### config.mk
export PLATFORM = sky130hd
export DESIGN_NAME = blps_controller
export DESIGN_NICKNAME = d
export VERILOG_FILES = /design/src/sv/blps_pkg.sv /design/src/sv/blps_controller.sv
export SDC_FILE = /design/constraint.sdc
export NUM_CORES = 1
export LEC_CHECK = 0
export ABC_AREA = 1
export BUFFER_PORTS_ARGS = -buffer_cell sky130_fd_sc_hd__buf_2
export CELL_PAD_IN_SITES_DETAIL_PLACEMENT = 1
export CELL_PAD_IN_SITES_GLOBAL_PLACEMENT = 1
export CORE_UTILIZATION = 33
export DETAILED_ROUTE_END_ITERATION = 16
export PLACE_DENSITY_LB_ADDON = 0.12
export SKIP_LAST_GASP = 1
export SLEW_MARGIN = 20
export SYNTH_ARGS = -nofsm -noshare
export SYNTH_HDL_FRONTEND = slang
export SYNTH_SLANG_ARGS = --single-unit
### constraint.sdc
create_clock -name clk -period 1.5 [get_ports clk]
set_clock_uncertainty 0.15 [all_clocks]
set_input_delay 0.075 -clock clk [delete_from_list [all_inputs] [get_ports clk]]
set_output_delay 0.075 -clock clk [all_outputs]
set_load 0.02 [all_outputs]
### src/sv/blps_pkg.sv
// ----------------------------------------------------------------------------
// Bucketed linear-probe set package
// Shared types, codes and default sizes for the set unit and its submodules.
// ----------------------------------------------------------------------------
package blps_pkg;

  localparam int SLOTS_PER_BUCKET_DEF = 8;
  localparam int MAX_BUCKETS_DEF      = 1024;
  localparam int PROBE_LIMIT_DEF      = 32;

  localparam int VALUE_BITS = 32;
  localparam int KEY_BITS   = 24;
  localparam int CFG_BITS   = 11;
  localparam int COUNT_BITS = 14;
  localparam int REQ_BITS   = 32;

  localparam logic OP_INSERT = 1'b0;
  localparam logic OP_LOOKUP = 1'b1;

  localparam logic [2:0] OC_ADDED = 3'd0;
  localparam logic [2:0] OC_FOUND = 3'd1;
  localparam logic [2:0] OC_ZERO  = 3'd2;
  localparam logic [2:0] OC_EMPTY = 3'd3;
  localparam logic [2:0] OC_LIMIT = 3'd4;

  typedef struct packed {
    logic                  opcode;
    logic [KEY_BITS-1:0]   bucket_key;
    logic [VALUE_BITS-1:0] element_value;
  } req_t;

  typedef struct packed {
    logic                  success;
    logic [2:0]            outcome;
    logic [COUNT_BITS-1:0] stored_count;
    logic [REQ_BITS-1:0]   request_count;
  } rsp_t;

  typedef struct packed {
    logic load;
    logic div_step;
    logic rd_en;
    logic probe_next;
    logic commit;
    logic clear_step;
  } ctl_cmd_t;

  typedef struct packed {
    logic clear_last;
    logic skip;
    logic chk_done;
    logic result_ready;
  } dp_stat_t;

endpackage

### src/sv/blps_controller.sv
// ----------------------------------------------------------------------------
// Set controller
// Sequences the clearing pass, key reduction, bucket reads and result commit.
// ----------------------------------------------------------------------------
module blps_controller (
  input  logic                clk,
  input  logic                rst,
  input  logic                req_valid,
  output logic                req_stall,
  input  blps_pkg::dp_stat_t  stat,
  output blps_pkg::ctl_cmd_t  cmd
);
  import blps_pkg::*;

  localparam int DW = $clog2(KEY_BITS);

  localparam logic [2:0] S_CLEAR = 3'd0;
  localparam logic [2:0] S_IDLE  = 3'd1;
  localparam logic [2:0] S_MOD   = 3'd2;
  localparam logic [2:0] S_RD    = 3'd3;
  localparam logic [2:0] S_CHK   = 3'd4;
  localparam logic [2:0] S_FIN   = 3'd5;

  logic [2:0]    state;
  logic [2:0]    state_next;
  logic [DW-1:0] div_cnt;
  logic [DW-1:0] div_cnt_next;

  always_comb begin
    state_next   = state;
    div_cnt_next = div_cnt;
    cmd          = '0;
    unique case (state)
      S_CLEAR: begin
        cmd.clear_step = 1'b1;
        if (stat.clear_last) state_next = S_IDLE;
      end
      S_IDLE: begin
        if (req_valid) begin
          cmd.load     = 1'b1;
          div_cnt_next = '0;
          state_next   = S_MOD;
        end
      end
      S_MOD: begin
        if (stat.skip) begin
          state_next = S_FIN;
        end else begin
          cmd.div_step = 1'b1;
          if (div_cnt == DW'(KEY_BITS - 1)) begin
            state_next = S_RD;
          end else begin
            div_cnt_next = div_cnt + DW'(1);
          end
        end
      end
      S_RD: begin
        cmd.rd_en  = 1'b1;
        state_next = S_CHK;
      end
      S_CHK: begin
        if (stat.chk_done) begin
          if (stat.result_ready) begin
            cmd.commit = 1'b1;
            state_next = S_IDLE;
          end
        end else begin
          cmd.probe_next = 1'b1;
          state_next     = S_RD;
        end
      end
      S_FIN: begin
        if (stat.result_ready) begin
          cmd.commit = 1'b1;
          state_next = S_IDLE;
        end
      end
      default: state_next = S_CLEAR;
    endcase
  end

  always_ff @(posedge clk) begin
    if (rst) begin
      state   <= S_CLEAR;
      div_cnt <= '0;
    end else begin
      state   <= state_next;
      div_cnt <= div_cnt_next;
    end
  end

  assign req_stall = (state != S_IDLE);

  a_commit_state: assert property (@(posedge clk) disable iff (rst)
    cmd.commit |-> (state == S_CHK || state == S_FIN))
    else $error("commit outside a finishing state");

  a_div_state: assert property (@(posedge clk) disable iff (rst)
    cmd.div_step |=> (state == S_MOD || state == S_RD))
    else $error("reduction step left the reduction sequence");

  a_load_idle: assert property (@(posedge clk) disable iff (rst)
    cmd.load |-> (state == S_IDLE && !req_stall))
    else $error("request loaded while stalled");

endmodule

* Word-level counts from Yosys, hierarchy flattened
Index checks and enable logic that the tools add are counted.
Word-level totals: bits in registers 8, bits of input ports 7, output and inout port bits 7, word-level logic and storage cells 41
Operators by class: add/sub/neg operators 1, eq/ne operators 12, mux-type cells 22, reductions and logical operators 4
Operators with widths (number):
- 3-bit 2-to-1 mux | 6
- 3-bit case mux with 6 select lines | 1
- 5-bit 2-to-1 mux | 3
- 1-bit 2-to-1 mux | 10
- 5-bit case mux with 2 select lines | 1
- 2-bit inequality test (second input constant) | 4
- 3-bit by 2-bit == test with 1-bit output (second input constant) | 2
- 3-bit == test (second input constant) | 2
- 5-bit by 1-bit adder with 5-bit output (second input constant) | 1
- 5-bit == test (second input constant) | 1
- 4-bit AND reduction | 1
- 3-bit by 1-bit == test with 1-bit output (second input constant) | 1
- 3-bit zero test | 1
- 3-bit by 1-bit inequality test with 1-bit output (second input constant) | 1
- 3-bit inequality test (second input constant) | 1
- 3-bit AND reduction | 1
- 1-bit case mux with 2 select lines | 1
- 2-bit nonzero test | 1

* Logic depth before layout (Yosys ltp)
Gate-level depths: netlist of run 1.
depth after elaboration 4, mapped depth 8, gate-level depth less buffers 8

* Least setup slack after synthesis of run 1
OpenSTA, ideal clock, no wires.
kind reg2reg, start register div_cnt[0], end register div_cnt[1], setup time 70 ps, arrival 1127 ps, data required time 1280 ps, setup slack 153 ps, cell stages (with the launch flop) 8, path buffers 0, period minus slack after synthesis 1347 ps, cells stage by stage dfxtp_1 ha_1 nand4_1 nand2_2 nand2_4 nand2_1 nand2_1 a21oi_1
On the way: longest elaborated chain between the ends 4, elaborated cells on any way between the ends 7, classes of those cells 1 x add/sub; 2 x eq/ne; 3 x mux; 1 x reduce/logical
Ends and longest elaborated chain:
- start, declared | RTL line blps_controller.sv:26 | logic [DW-1:0] div_cnt;
- start signal, assigned | RTL line blps_controller.sv:88 | div_cnt <= div_cnt_next;
- 5-bit by 1-bit adder with 5-bit output | RTL line blps_controller.sv:53 | div_cnt_next = div_cnt + DW'(1);
- 5-bit 2-to-1 mux | RTL line blps_controller.sv:50 | if (div_cnt == DW'(KEY_BITS - 1)) begin
- 5-bit 2-to-1 mux | RTL line blps_controller.sv:46 | if (stat.skip) begin
- 5-bit case mux with 2 select lines | RTL line blps_controller.sv:33 | unique case (state)
Parallel ways exist; a longest one is shown, timed or not. The select of a mux whose other input is x is not followed. A chain may end at the register's enable or synchronous reset.

==> results of run 1 <==
[state kept, by name, summed over array words and instances, names as in the netlist]
register	flops
state	3
div_cnt	5
[worst max-delay path: stages (launching register included)]
cell and delay (ns):
dfxtp_2 0.34, inv_2 0.09, nand2_2 0.08, nor2_4 0.15, nand2_2 0.09, inv_1 0.08
buf_4 0.13
[cells in the mapped netlist, types with 2 or more instances]
master    n
a21oi_1  10
dfxtp_1   8
inv_1    14
nand2_1  16
nand2_2   2
nand3_1  16
nand4_1   3
nor2_1   12
nor2_2    2
[power groups by stage]
stage                     clock [mW]  combinational [mW]  sequential [mW]
after floorplan                    0               0.283            0.299
after global placement             0               0.368            0.311
after detailed placement           0               0.376            0.312
after CTS                      0.180               0.385            0.310
after global routing           0.195               0.498            0.333
final                          0.179               0.436            0.326
[per-layer routing]
metal  track usage  vias to the layer above  part of all wire
li1              -                      352                 -
met1        0.2831                      321              0.49
met2        0.2746                        9              0.48
met3       0.05106                        2             0.026
met4       0.05455                        0            0.0067
met5             0                        -                 0
[area by class of cell]
type                       count  share of cell area
multi-input combinational     69              0.4676
sequential                     8              0.2180
timing repair buffer          23              0.1896
inverter                      15             0.07109
clock buffer                   3             0.02844
tap                           16             0.02528
[worst max path at each step]
stage               startpoint    endpoint  slack [ns]
finish                state[2]      cmd[4]        0.06
global route          state[2]  div_cnt[1]       -0.01
CTS                   state[2]      cmd[2]       -0.02
detailed placement  div_cnt[0]  div_cnt[2]        0.08
global placement    div_cnt[0]  div_cnt[2]        0.13
floorplan           div_cnt[0]  div_cnt[1]        0.15
[logic make-up after synthesis]
logic type | count (synthesis) | share of synthesized area
adders and majority gates | 1 | 0.02222
DFF | 8 | 0.2844
buffers and inverters | 16 | 0.1089
and+or+nand+nor | 56 | 0.4800
xor gates and xnor gates | 1 | 0.01556
AOI/OAI and AO/OA | 10 | 0.08889
[per-stage QoR]
| stage | TNS [ns] | area [um2] |
|---|---|---|
| after floorplan | 0 | 563.0 |
| after global placement | 0 | 665.6 |
| after detailed placement | 0 | 665.6 |
| after CTS | -0.04589 | 720.7 |
| after global routing | -0.03971 | 792.0 |
| final | 0 | 792.0 |
[what timing repair did]
| item | 4_1_cts | 5_1_grt |
|---|---|---|
| endpoints found under the setup margin | 4 | 9 |
| gates cloned | 0 | 1 |
| endpoints found under the hold margin | 4 | 0 |
| buffers inserted | 0 | 4 |
| pin swaps | 0 | 4 |
| hold buffers | 3 | 0 |
| gates resized for setup | 2 | 14 |
==> impl_results.md, run 1 <==
* Power per Cell Area at 1188 mW/mm2
* Yosys top cell area share at 0.2844
* Maxcap violations at 0
* IO Count at 14
* Worst reg2reg endpoint: div_cnt[1]
* Gpl congestion at between 0.8 and 0.9
* Type of the worst min-delay path: in -> reg
* Outcome: finished clean
* Total Nets Final at 128
* CP Class: reg -> out
* R2r worst-path depth at 9
* Htree depth at 1
* Place WS at 0.08256 ns
* DR vias/cell at 5.104
* Initial antenna violation count at 0
* Commonest non-fill, non-tap cell in the layout: nand3_1
* YS warnings at 0
* Seq pwr share at 0.347
* VDD IR max at ~0.70 mV
* Post-synthesis area per instance at 6.120 um2
* Gr usage total at 0.1922
* Post-Syn Area at between 500 and 600 um2
* # DRC at 0
* Final Hold Viols at 0
* Net Count, Synth at 100
* Clock buffer depth at 2
* Final Non-Filler Cells at 134
* Area Overhead vs Synth at 40.67%
* Post-synth cell types at 18
* Clk Tree Root Cell: clkbuf_4
* Seq/Total Area, Yosys at 0.2844
* Mapped Cells at 92
* Top_reg_cell synth: dfxtp_1
* Site Rows at 14
* Startpoint Class: register
* Unrepaired setup endpoints after global routing: yes
* TritonCTS Buffers at 3
* Slew @ Worst Pin at between 0.15 and 0.2 ns
* Sw Ratio at 0.4511
* Critical Path RT at roughly 1.3 ns
* Crit. End Element: output port
* Max-slew headroom at 0.8762
* Multi-input logic area at 370.4 um2
* Power, Total at 0.9408 mW
* CTS clk-pin slew, worst paths at around 0.07 ns
* Reg2Reg Setup Slack at 0.07 ns
* Final core utilization at 0.5138
* Port buffer count at 13
* Yosys top cell by area: dfxtp_1
* Final Cycle Share at 0.9574
* Layout cells sized above 1 at 0.3475
* # fillers at 220
* DRT Pass-1 Iters at 4
* Die H at 43.31 um
* Clock sink count at 8
* P_sw at 0.4244 mW
* Initial core utilization at 0.3653
* Critical path arrival at 1.21 ns
* Vias in the first global route at around 590
* Worst hold start: stat[3]
* Final ANT Viol Nets at 0
* Die X at between 40 and 50 um
* Hpwl dp at 1.206 mm
* Placed Cells at 123
* First-pass GRT wire length at 2.670 mm
* Core Region at 0.001541 mm2
* Initial DRC count at 10
* Setup ws final at roughly 0.064 ns
* Die area at 0.001875 mm2
* Clk_lat worst skew at approximately 0.26 ns
* Maximum fanout along the worst path at 4
* Routed len/inst at about 13 um
* Pint at 0.5164 mW
* Fin crit period at 1.436 ns
* Routed wire length at 1.783 mm
* Hold depth at 4
* Synth top area cells: dfxtp_1 (28%), nand3_1 (14%), nand2_1 (11%)
* FFs w/ async S/R, synth at 0
* CTS tree: yes
* Leakage at 0.3954 nW
* Largest net degree at the start of global routing at 10
* Clock power share at 0.190
* Final Hold Slack at 0.06156 ns
* Pins Over Slew Limit at 0
* Most frequent cells in the layout: nand3_1 (16), nand2_1 (14), inv_1 (13)
* DR vias at between 600 and 700
* Number of flops mapped to enable cells by yosys at 0
* Min-Delay Endpoint: state[0]
* Post-synthesis register bit count at 8
* Final setup violation count at 0
* Peak Freq at 0.6963 GHz
* Combinational power share at 0.463
* Gr ovfl total at 0
* Worst R2R Start: state[2]
* N_diodes at 0
* FF/Latch Area at 172.7 um2
No activity file was read; power rests on OpenSTA's default activity.
==> inputs of run 2 (changes only) <==
Settings changed: PLACE_DENSITY_LB_ADDON 0.12 to 0.1.
==> impl_results.md, run 2 (synthesized netlist as in run 1, its figures left out) <==
* Maximum fanout along the worst path at 9 (was 4)
* CP Class: reg -> reg (was reg -> out)
* Initial antenna violation count at 0 (unchanged)
* Number of flip-flops in the largest register at 5 (unchanged)
* Critical Path Start: div_cnt[0] (was state[2])
* Final Cycle Share at 0.9440 (was 0.9574)
* Type of the worst min-delay path: in -> reg (unchanged)
* R2r worst-path depth at 6 (was 9)
* Clk Tree Root Cell: clkbuf_4 (unchanged)
* Total Nets Final at 126 (was 128)
* Slew @ Worst Pin at 0.2053 ns (was 0.1857 ns)
* Final Non-Filler Cells at 132 (was 134)
* Top Metal Used: met4 (unchanged)
* Vias in the first global route at 648 (was 591)
* DRT Pass-1 Iters at 3 (was 4)
* Setup ws final at 0.08401 ns (was 0.06387 ns)
* Die H at 43.31 um (unchanged)
* Die area at 0.001875 mm2 (unchanged)
* Gr ovfl total at 0 (unchanged)
* Htree depth at 1 (unchanged)
* Maxcap violations at 0 (unchanged)
* Post-route cell area at 778.2 um2 (was 792.0 um2)
* Critical path arrival at 1.42 ns (was 1.21 ns)
* CTS tree: yes (unchanged)
* Met1 Wirelength at 828 um (was 875 um)
* Core Region at 0.001541 mm2 (unchanged)
* Clock buffer depth at 2 (unchanged)
* Unrepaired setup endpoints after global routing: yes (unchanged)
* TritonCTS Buffers at 3 (unchanged)
* Site Rows at 14 (unchanged)
* Hold depth at 4 (unchanged)
* Commonest non-fill, non-tap cell in the layout: nand3_1 (unchanged)
* Largest net degree at the start of global routing at 10 (unchanged)
* Met3 wire length at 62 um (was 46 um)
* Area Overhead vs Synth at 38.22% (was 40.67%)
* Gpl congestion at 0.7813 (was 0.8774)
* Final ANT Viol Nets at 0 (unchanged)
* Startpoint Class: register (unchanged)
* CTS clk-pin slew, worst paths at 0.06 ns (was 0.07 ns)
* # DRC at 0 (unchanged)
* Leakage at 0.3836 nW (was 0.3954 nW)
* Power, Total at 0.9105 mW (was 0.9408 mW)
* Final setup violation count at 0 (unchanged)
* Clk_lat worst skew at 0.26 ns (about the same)
* Routed wire length at 1.718 mm (was 1.783 mm)
* Placed Cells at 123 (unchanged)
* Clock sink count at 8 (unchanged)
* Pins Over Slew Limit at 0 (unchanged)
* First-pass GRT wire length at 2.870 mm (was 2.670 mm)
* Final Hold Slack at 0.07484 ns (was 0.06156 ns)
* DR vias at 654 (was 684)
* Max-slew headroom at 0.8622 (was 0.8762)
* DP Area at 665.6 um2 (unchanged)
* Worst R2R Start: div_cnt[0] (was state[2])
* Layout cells sized above 1 at 0.3621 (was 0.3475)
* Largest registers: div_cnt (5), state (3) (unchanged)
* Die X at 43.31 um (unchanged)
* Peak Freq at 0.7062 GHz (was 0.6963 GHz)
* Fin crit period at 1.416 ns (was 1.436 ns)
* Hpwl dp at 1.267 mm (was 1.206 mm)
* Outcome: finished clean (unchanged)
* WL met2 at 820 um (was 849 um)
* DR vias/cell at 4.955 (was 5.104)
* IO Count at 14 (unchanged)
* Initial core utilization at 0.3653 (unchanged)
* Biggest register: div_cnt (unchanged)
* Initial DRC count at 4 (was 10)
* VDD IR max at 0.5288 mV (was 0.6982 mV)
* Routed len/inst at 13.02 um (was 13.31 um)
* Gr usage total at 0.2071 (was 0.1922)
* # fillers at 213 (was 220)
* Place WS at 0.05311 ns (was 0.08256 ns)
* Most frequent cells in the layout: nand3_1 (15), nand2_1 (14), inv_1 (13) (was nand3_1 (16), nand2_1 (14), inv_1 (13))
* Final Hold Viols at 0 (unchanged)
* Critical Path RT at 1.50 ns (was 1.27 ns)
* Crit. End Element: register (was output port)
* Worst hold start: stat[3] (unchanged)
* Port buffer count at 13 (unchanged)
* Power per Cell Area at 1170 mW/mm2 (was 1188 mW/mm2)
* N_diodes at 0 (unchanged)
[run 2: changes by cell type in the layout (fill, tap and decap cells not counted), sizes merged]
| cell | delta |
|---|---|
| buf | -1 |
| nand2 | -1 |
[run 2: cell type report]
| type | instances | area (um2) | area share |
|---|---|---|---|
| multi-input cells | 68 | 366.6 | 0.4711 |
| flip-flops and latches | 8 | 170.2 | 0.2186 |
| repair buffers | 22 | 142.6 | 0.1833 |
| inverters | 15 | 56.30 | 0.07235 |
| clock buffers | 3 | 22.52 | 0.02894 |
| well taps | 16 | 20.02 | 0.02572 |
[run 2: metrics by stage]
step                        util  setup TNS, ns
after global routing      0.5049       -0.02003
after floorplan                -              0
after detailed placement  0.4318              0
final                     0.5049              0
after global placement    0.4318              0
after CTS                 0.4716       -0.02936
[run 2: what timing repair did]
item,in CTS,in global routing
hold endpoints to repair,4,0
endpoints found under the setup margin,5,12
buffers inserted,0,3
pin swaps,0,3
gates resized for setup,4,12
hold buffers,3,0
[run 2: critical path, cell delays in order (launching register included)]
cell and delay, ns:
dfxtp_4 0.36, ha_2 0.18, nand4_1 0.16, nand2_2 0.14, nand2_4 0.08, a21oi_1 0.16, nor2_1 0.08
[run 2: layer usage]
metal	track usage	vias to the layer above
li1	-	345
met1	0.2813	295
met5	0	-
met2	0.3313	12
met4	0.01818	0
met3	0.07234	2
[run 2: path summary, 6_finish.rpt]
| path | slack (ns) | to |
|---|---|---|
| worst max register to register | 0.08 | div_cnt[4] |
| worst min-delay path | 0.07 | state[0] |
| worst min register to register | 0.37 | div_cnt[0] |
| worst max-delay path | 0.08 | div_cnt[4] |
[run 2: where the power goes]
part	leakage [nW]	switching [mW]	internal [mW]
clock	0.0138	0.0772	0.0918
sequential	0.0675	0.0606	0.262
combinational	0.302	0.265	0.153
==> inputs of run 3 (changes only) <==
Settings changed: CORE_UTILIZATION 33 to 36.
Clock period 1.5 ns to 1.75 ns, I/O delays scaled along.
==> impl_results.md, run 3 (synthesized netlist as in run 1, its figures left out) <==
* Outcome: finished clean (unchanged)
* IO Count at 14 (unchanged)
* Largest registers: div_cnt (5), state (3) (unchanged)
* CTS tree: yes (unchanged)
* Routed wire length at 1.583 mm (was 1.718 mm)
* WL met2 at 781 um (was 820 um)
* Clk Tree Root Cell: clkbuf_4 (unchanged)
* Hpwl dp at 1.258 mm (was 1.267 mm)
* Sw Ratio at 0.4486 (was 0.4428)
* Vias in the first global route at 663 (was 648)
* Die area at 0.001726 mm2 (was 0.001875 mm2)
* # DRC at 0 (unchanged)
* Clock buffer depth at 2 (unchanged)
* Number of flip-flops in the largest register at 5 (unchanged)
* Maximum fanout along the worst path at 4 (was 9)
* DRT Pass-1 Iters at 4 (was 3)
* Die X at 41.55 um (was 43.31 um)
* CTS clk-pin slew, worst paths at 0.05 ns (was 0.06 ns)
* Area Overhead vs Synth at 22.89% (was 38.22%)
* Type of the worst min-delay path: in -> reg (unchanged)
* Pint at 0.4075 mW (was 0.5073 mW)
* Unrepaired setup endpoints after global routing: no (was yes)
* Combinational power share at 0.438 (was 0.460)
* First-pass GRT wire length at 2.780 mm (was 2.870 mm)
* Place WS at 0.2474 ns (was 0.05311 ns)
* Gr ovfl total at 0 (unchanged)
* Final Hold Slack at 0.01220 ns (was 0.07484 ns)
* Power, Total at 0.7392 mW (was 0.9105 mW)
* Final setup violation count at 0 (unchanged)
* Gr usage total at 0.2109 (was 0.2071)
* Top Metal Used: met4 (unchanged)
* Maxcap violations at 0 (unchanged)
* Layout cells sized above 1 at 0.2182 (was 0.3621)
* Pins Over Slew Limit at 0 (unchanged)
* Port buffer count at 13 (unchanged)
* Crit. End Element: output port (was register)
* Gpl congestion at 0.8112 (was 0.7813)
* DR vias/cell at 5.224 (was 4.955)
* Initial DRC count at 12 (was 4)
* Setup ws final at 0.1749 ns (was 0.08401 ns)
* Final Hold Viols at 0 (unchanged)
* N_diodes at 0 (unchanged)
* Final Non-Filler Cells at 125 (was 132)
* Site Rows at 13 (was 14)
* Initial core utilization at 0.4072 (was 0.3653)
* DR vias at 653 (was 654)
* Met1 Wirelength at 739 um (was 828 um)
* Htree depth at 1 (unchanged)
* CP Class: reg -> out (was reg -> reg)
* Met3 wire length at 54 um (was 62 um)
* Placed Cells at 120 (was 123)
* Clock sink count at 8 (unchanged)
* Routed len/inst at 12.66 um (was 13.02 um)
* P_sw at 0.3316 mW (was 0.4032 mW)
* Critical path arrival at 1.34 ns (was 1.42 ns)
* Setup TNS at 0 ns (unchanged)
* Seq pwr share at 0.361 (was 0.355)
* VDD IR max at 0.4525 mV (was 0.5288 mV)
* Fin crit period at 1.575 ns
* Biggest register: div_cnt (unchanged)
* Most frequent cells in the layout: nand2_1 (16), nand3_1 (16), inv_1 (14) (was nand3_1 (15), nand2_1 (14), inv_1 (13))
* Final ANT Viol Nets at 0 (unchanged)
* R2r worst-path depth at 7 (was 6)
* Clk_lat worst skew at 0.26 ns (about the same)
* Slew @ Worst Pin at 0.2738 ns (was 0.2053 ns)
* Hold depth at 3 (was 4)
* Power per Cell Area at 1068 mW/mm2 (was 1170 mW/mm2)
* Peak Freq at 0.6349 GHz
* Leakage at 0.3528 nW (was 0.3836 nW)
* Largest net degree at the start of global routing at 10 (unchanged)
* Total Nets Final at 120 (was 126)
* TritonCTS Buffers at 3 (unchanged)
* Max-slew headroom at 0.8172 (was 0.8622)
* Core Region at 0.001383 mm2 (was 0.001541 mm2)
* Die H at 41.55 um (was 43.31 um)
* Clock power share at 0.201 (was 0.186)
* Startpoint Class: register (unchanged)
* Initial antenna violation count at 0 (unchanged)
* Setup bufs post-CTS at 0 (unchanged)
* Final Cycle Share at 0.9000
* Critical Path RT at 1.51 ns (was 1.50 ns)
[run 3: cell type report]
class / instances / area (um2)
Fill cell: 198 / 690.7
Multi-Input combinational cell: 68 / 341.6
Sequential cell: 8 / 160.2
Timing Repair Buffer: 16 / 92.59
Inverter: 15 / 56.30
Clock buffer: 3 / 22.52
Tap cell: 15 / 18.77
[run 3: power by group through the flow]
stage	registers, mW	logic [mW]	clock network (mW)
2_1_floorplan	0.256	0.243	0
3_3_place_gp	0.267	0.310	0
3_5_place_dp	0.270	0.320	0
4_1_cts	0.266	0.325	0.151
5_1_grt	0.272	0.368	0.156
6_report	0.267	0.324	0.149
[run 3: layer usage]
metal  vias to the layer above  track usage
met1                       304       0.2568
met2                        14       0.3656
met4                         0      0.03871
met3                         2      0.06522
met5                         -            0
li1                        333            -
[run 3: worst max-delay path, stage by stage (launching register included)]
cell and delay (ns):
dfxtp_1 0.39, inv_1 0.09, nor2_1 0.21, nand3_1 0.16, inv_1 0.08, buf_2 0.16
[run 3: worst paths after layout]
kind / from / end / slack [ns]
worst max-delay path: state[2] / cmd[2] / 0.17
worst min-delay path: stat[2] / state[2] / 0.01
worst max register to register: div_cnt[0] / div_cnt[1] / 0.19
worst min register to register: div_cnt[1] / div_cnt[1] / 0.38
[run 3: metrics by stage]
| step | utilization | cell area, um2 |
|---|---|---|
| detailed placement | 0.4697 | 649.4 |
| CTS | 0.5005 | 691.9 |
| global route | 0.5005 | 691.9 |
| finish | 0.5005 | 691.9 |
| global placement | 0.4697 | 649.4 |
| floorplan | - | 563.0 |
[run 3: timing repair]
item	4_1_cts	5_1_grt
hold buffers	2	0
hold endpoints to repair	4	0
resized for setup	0	0
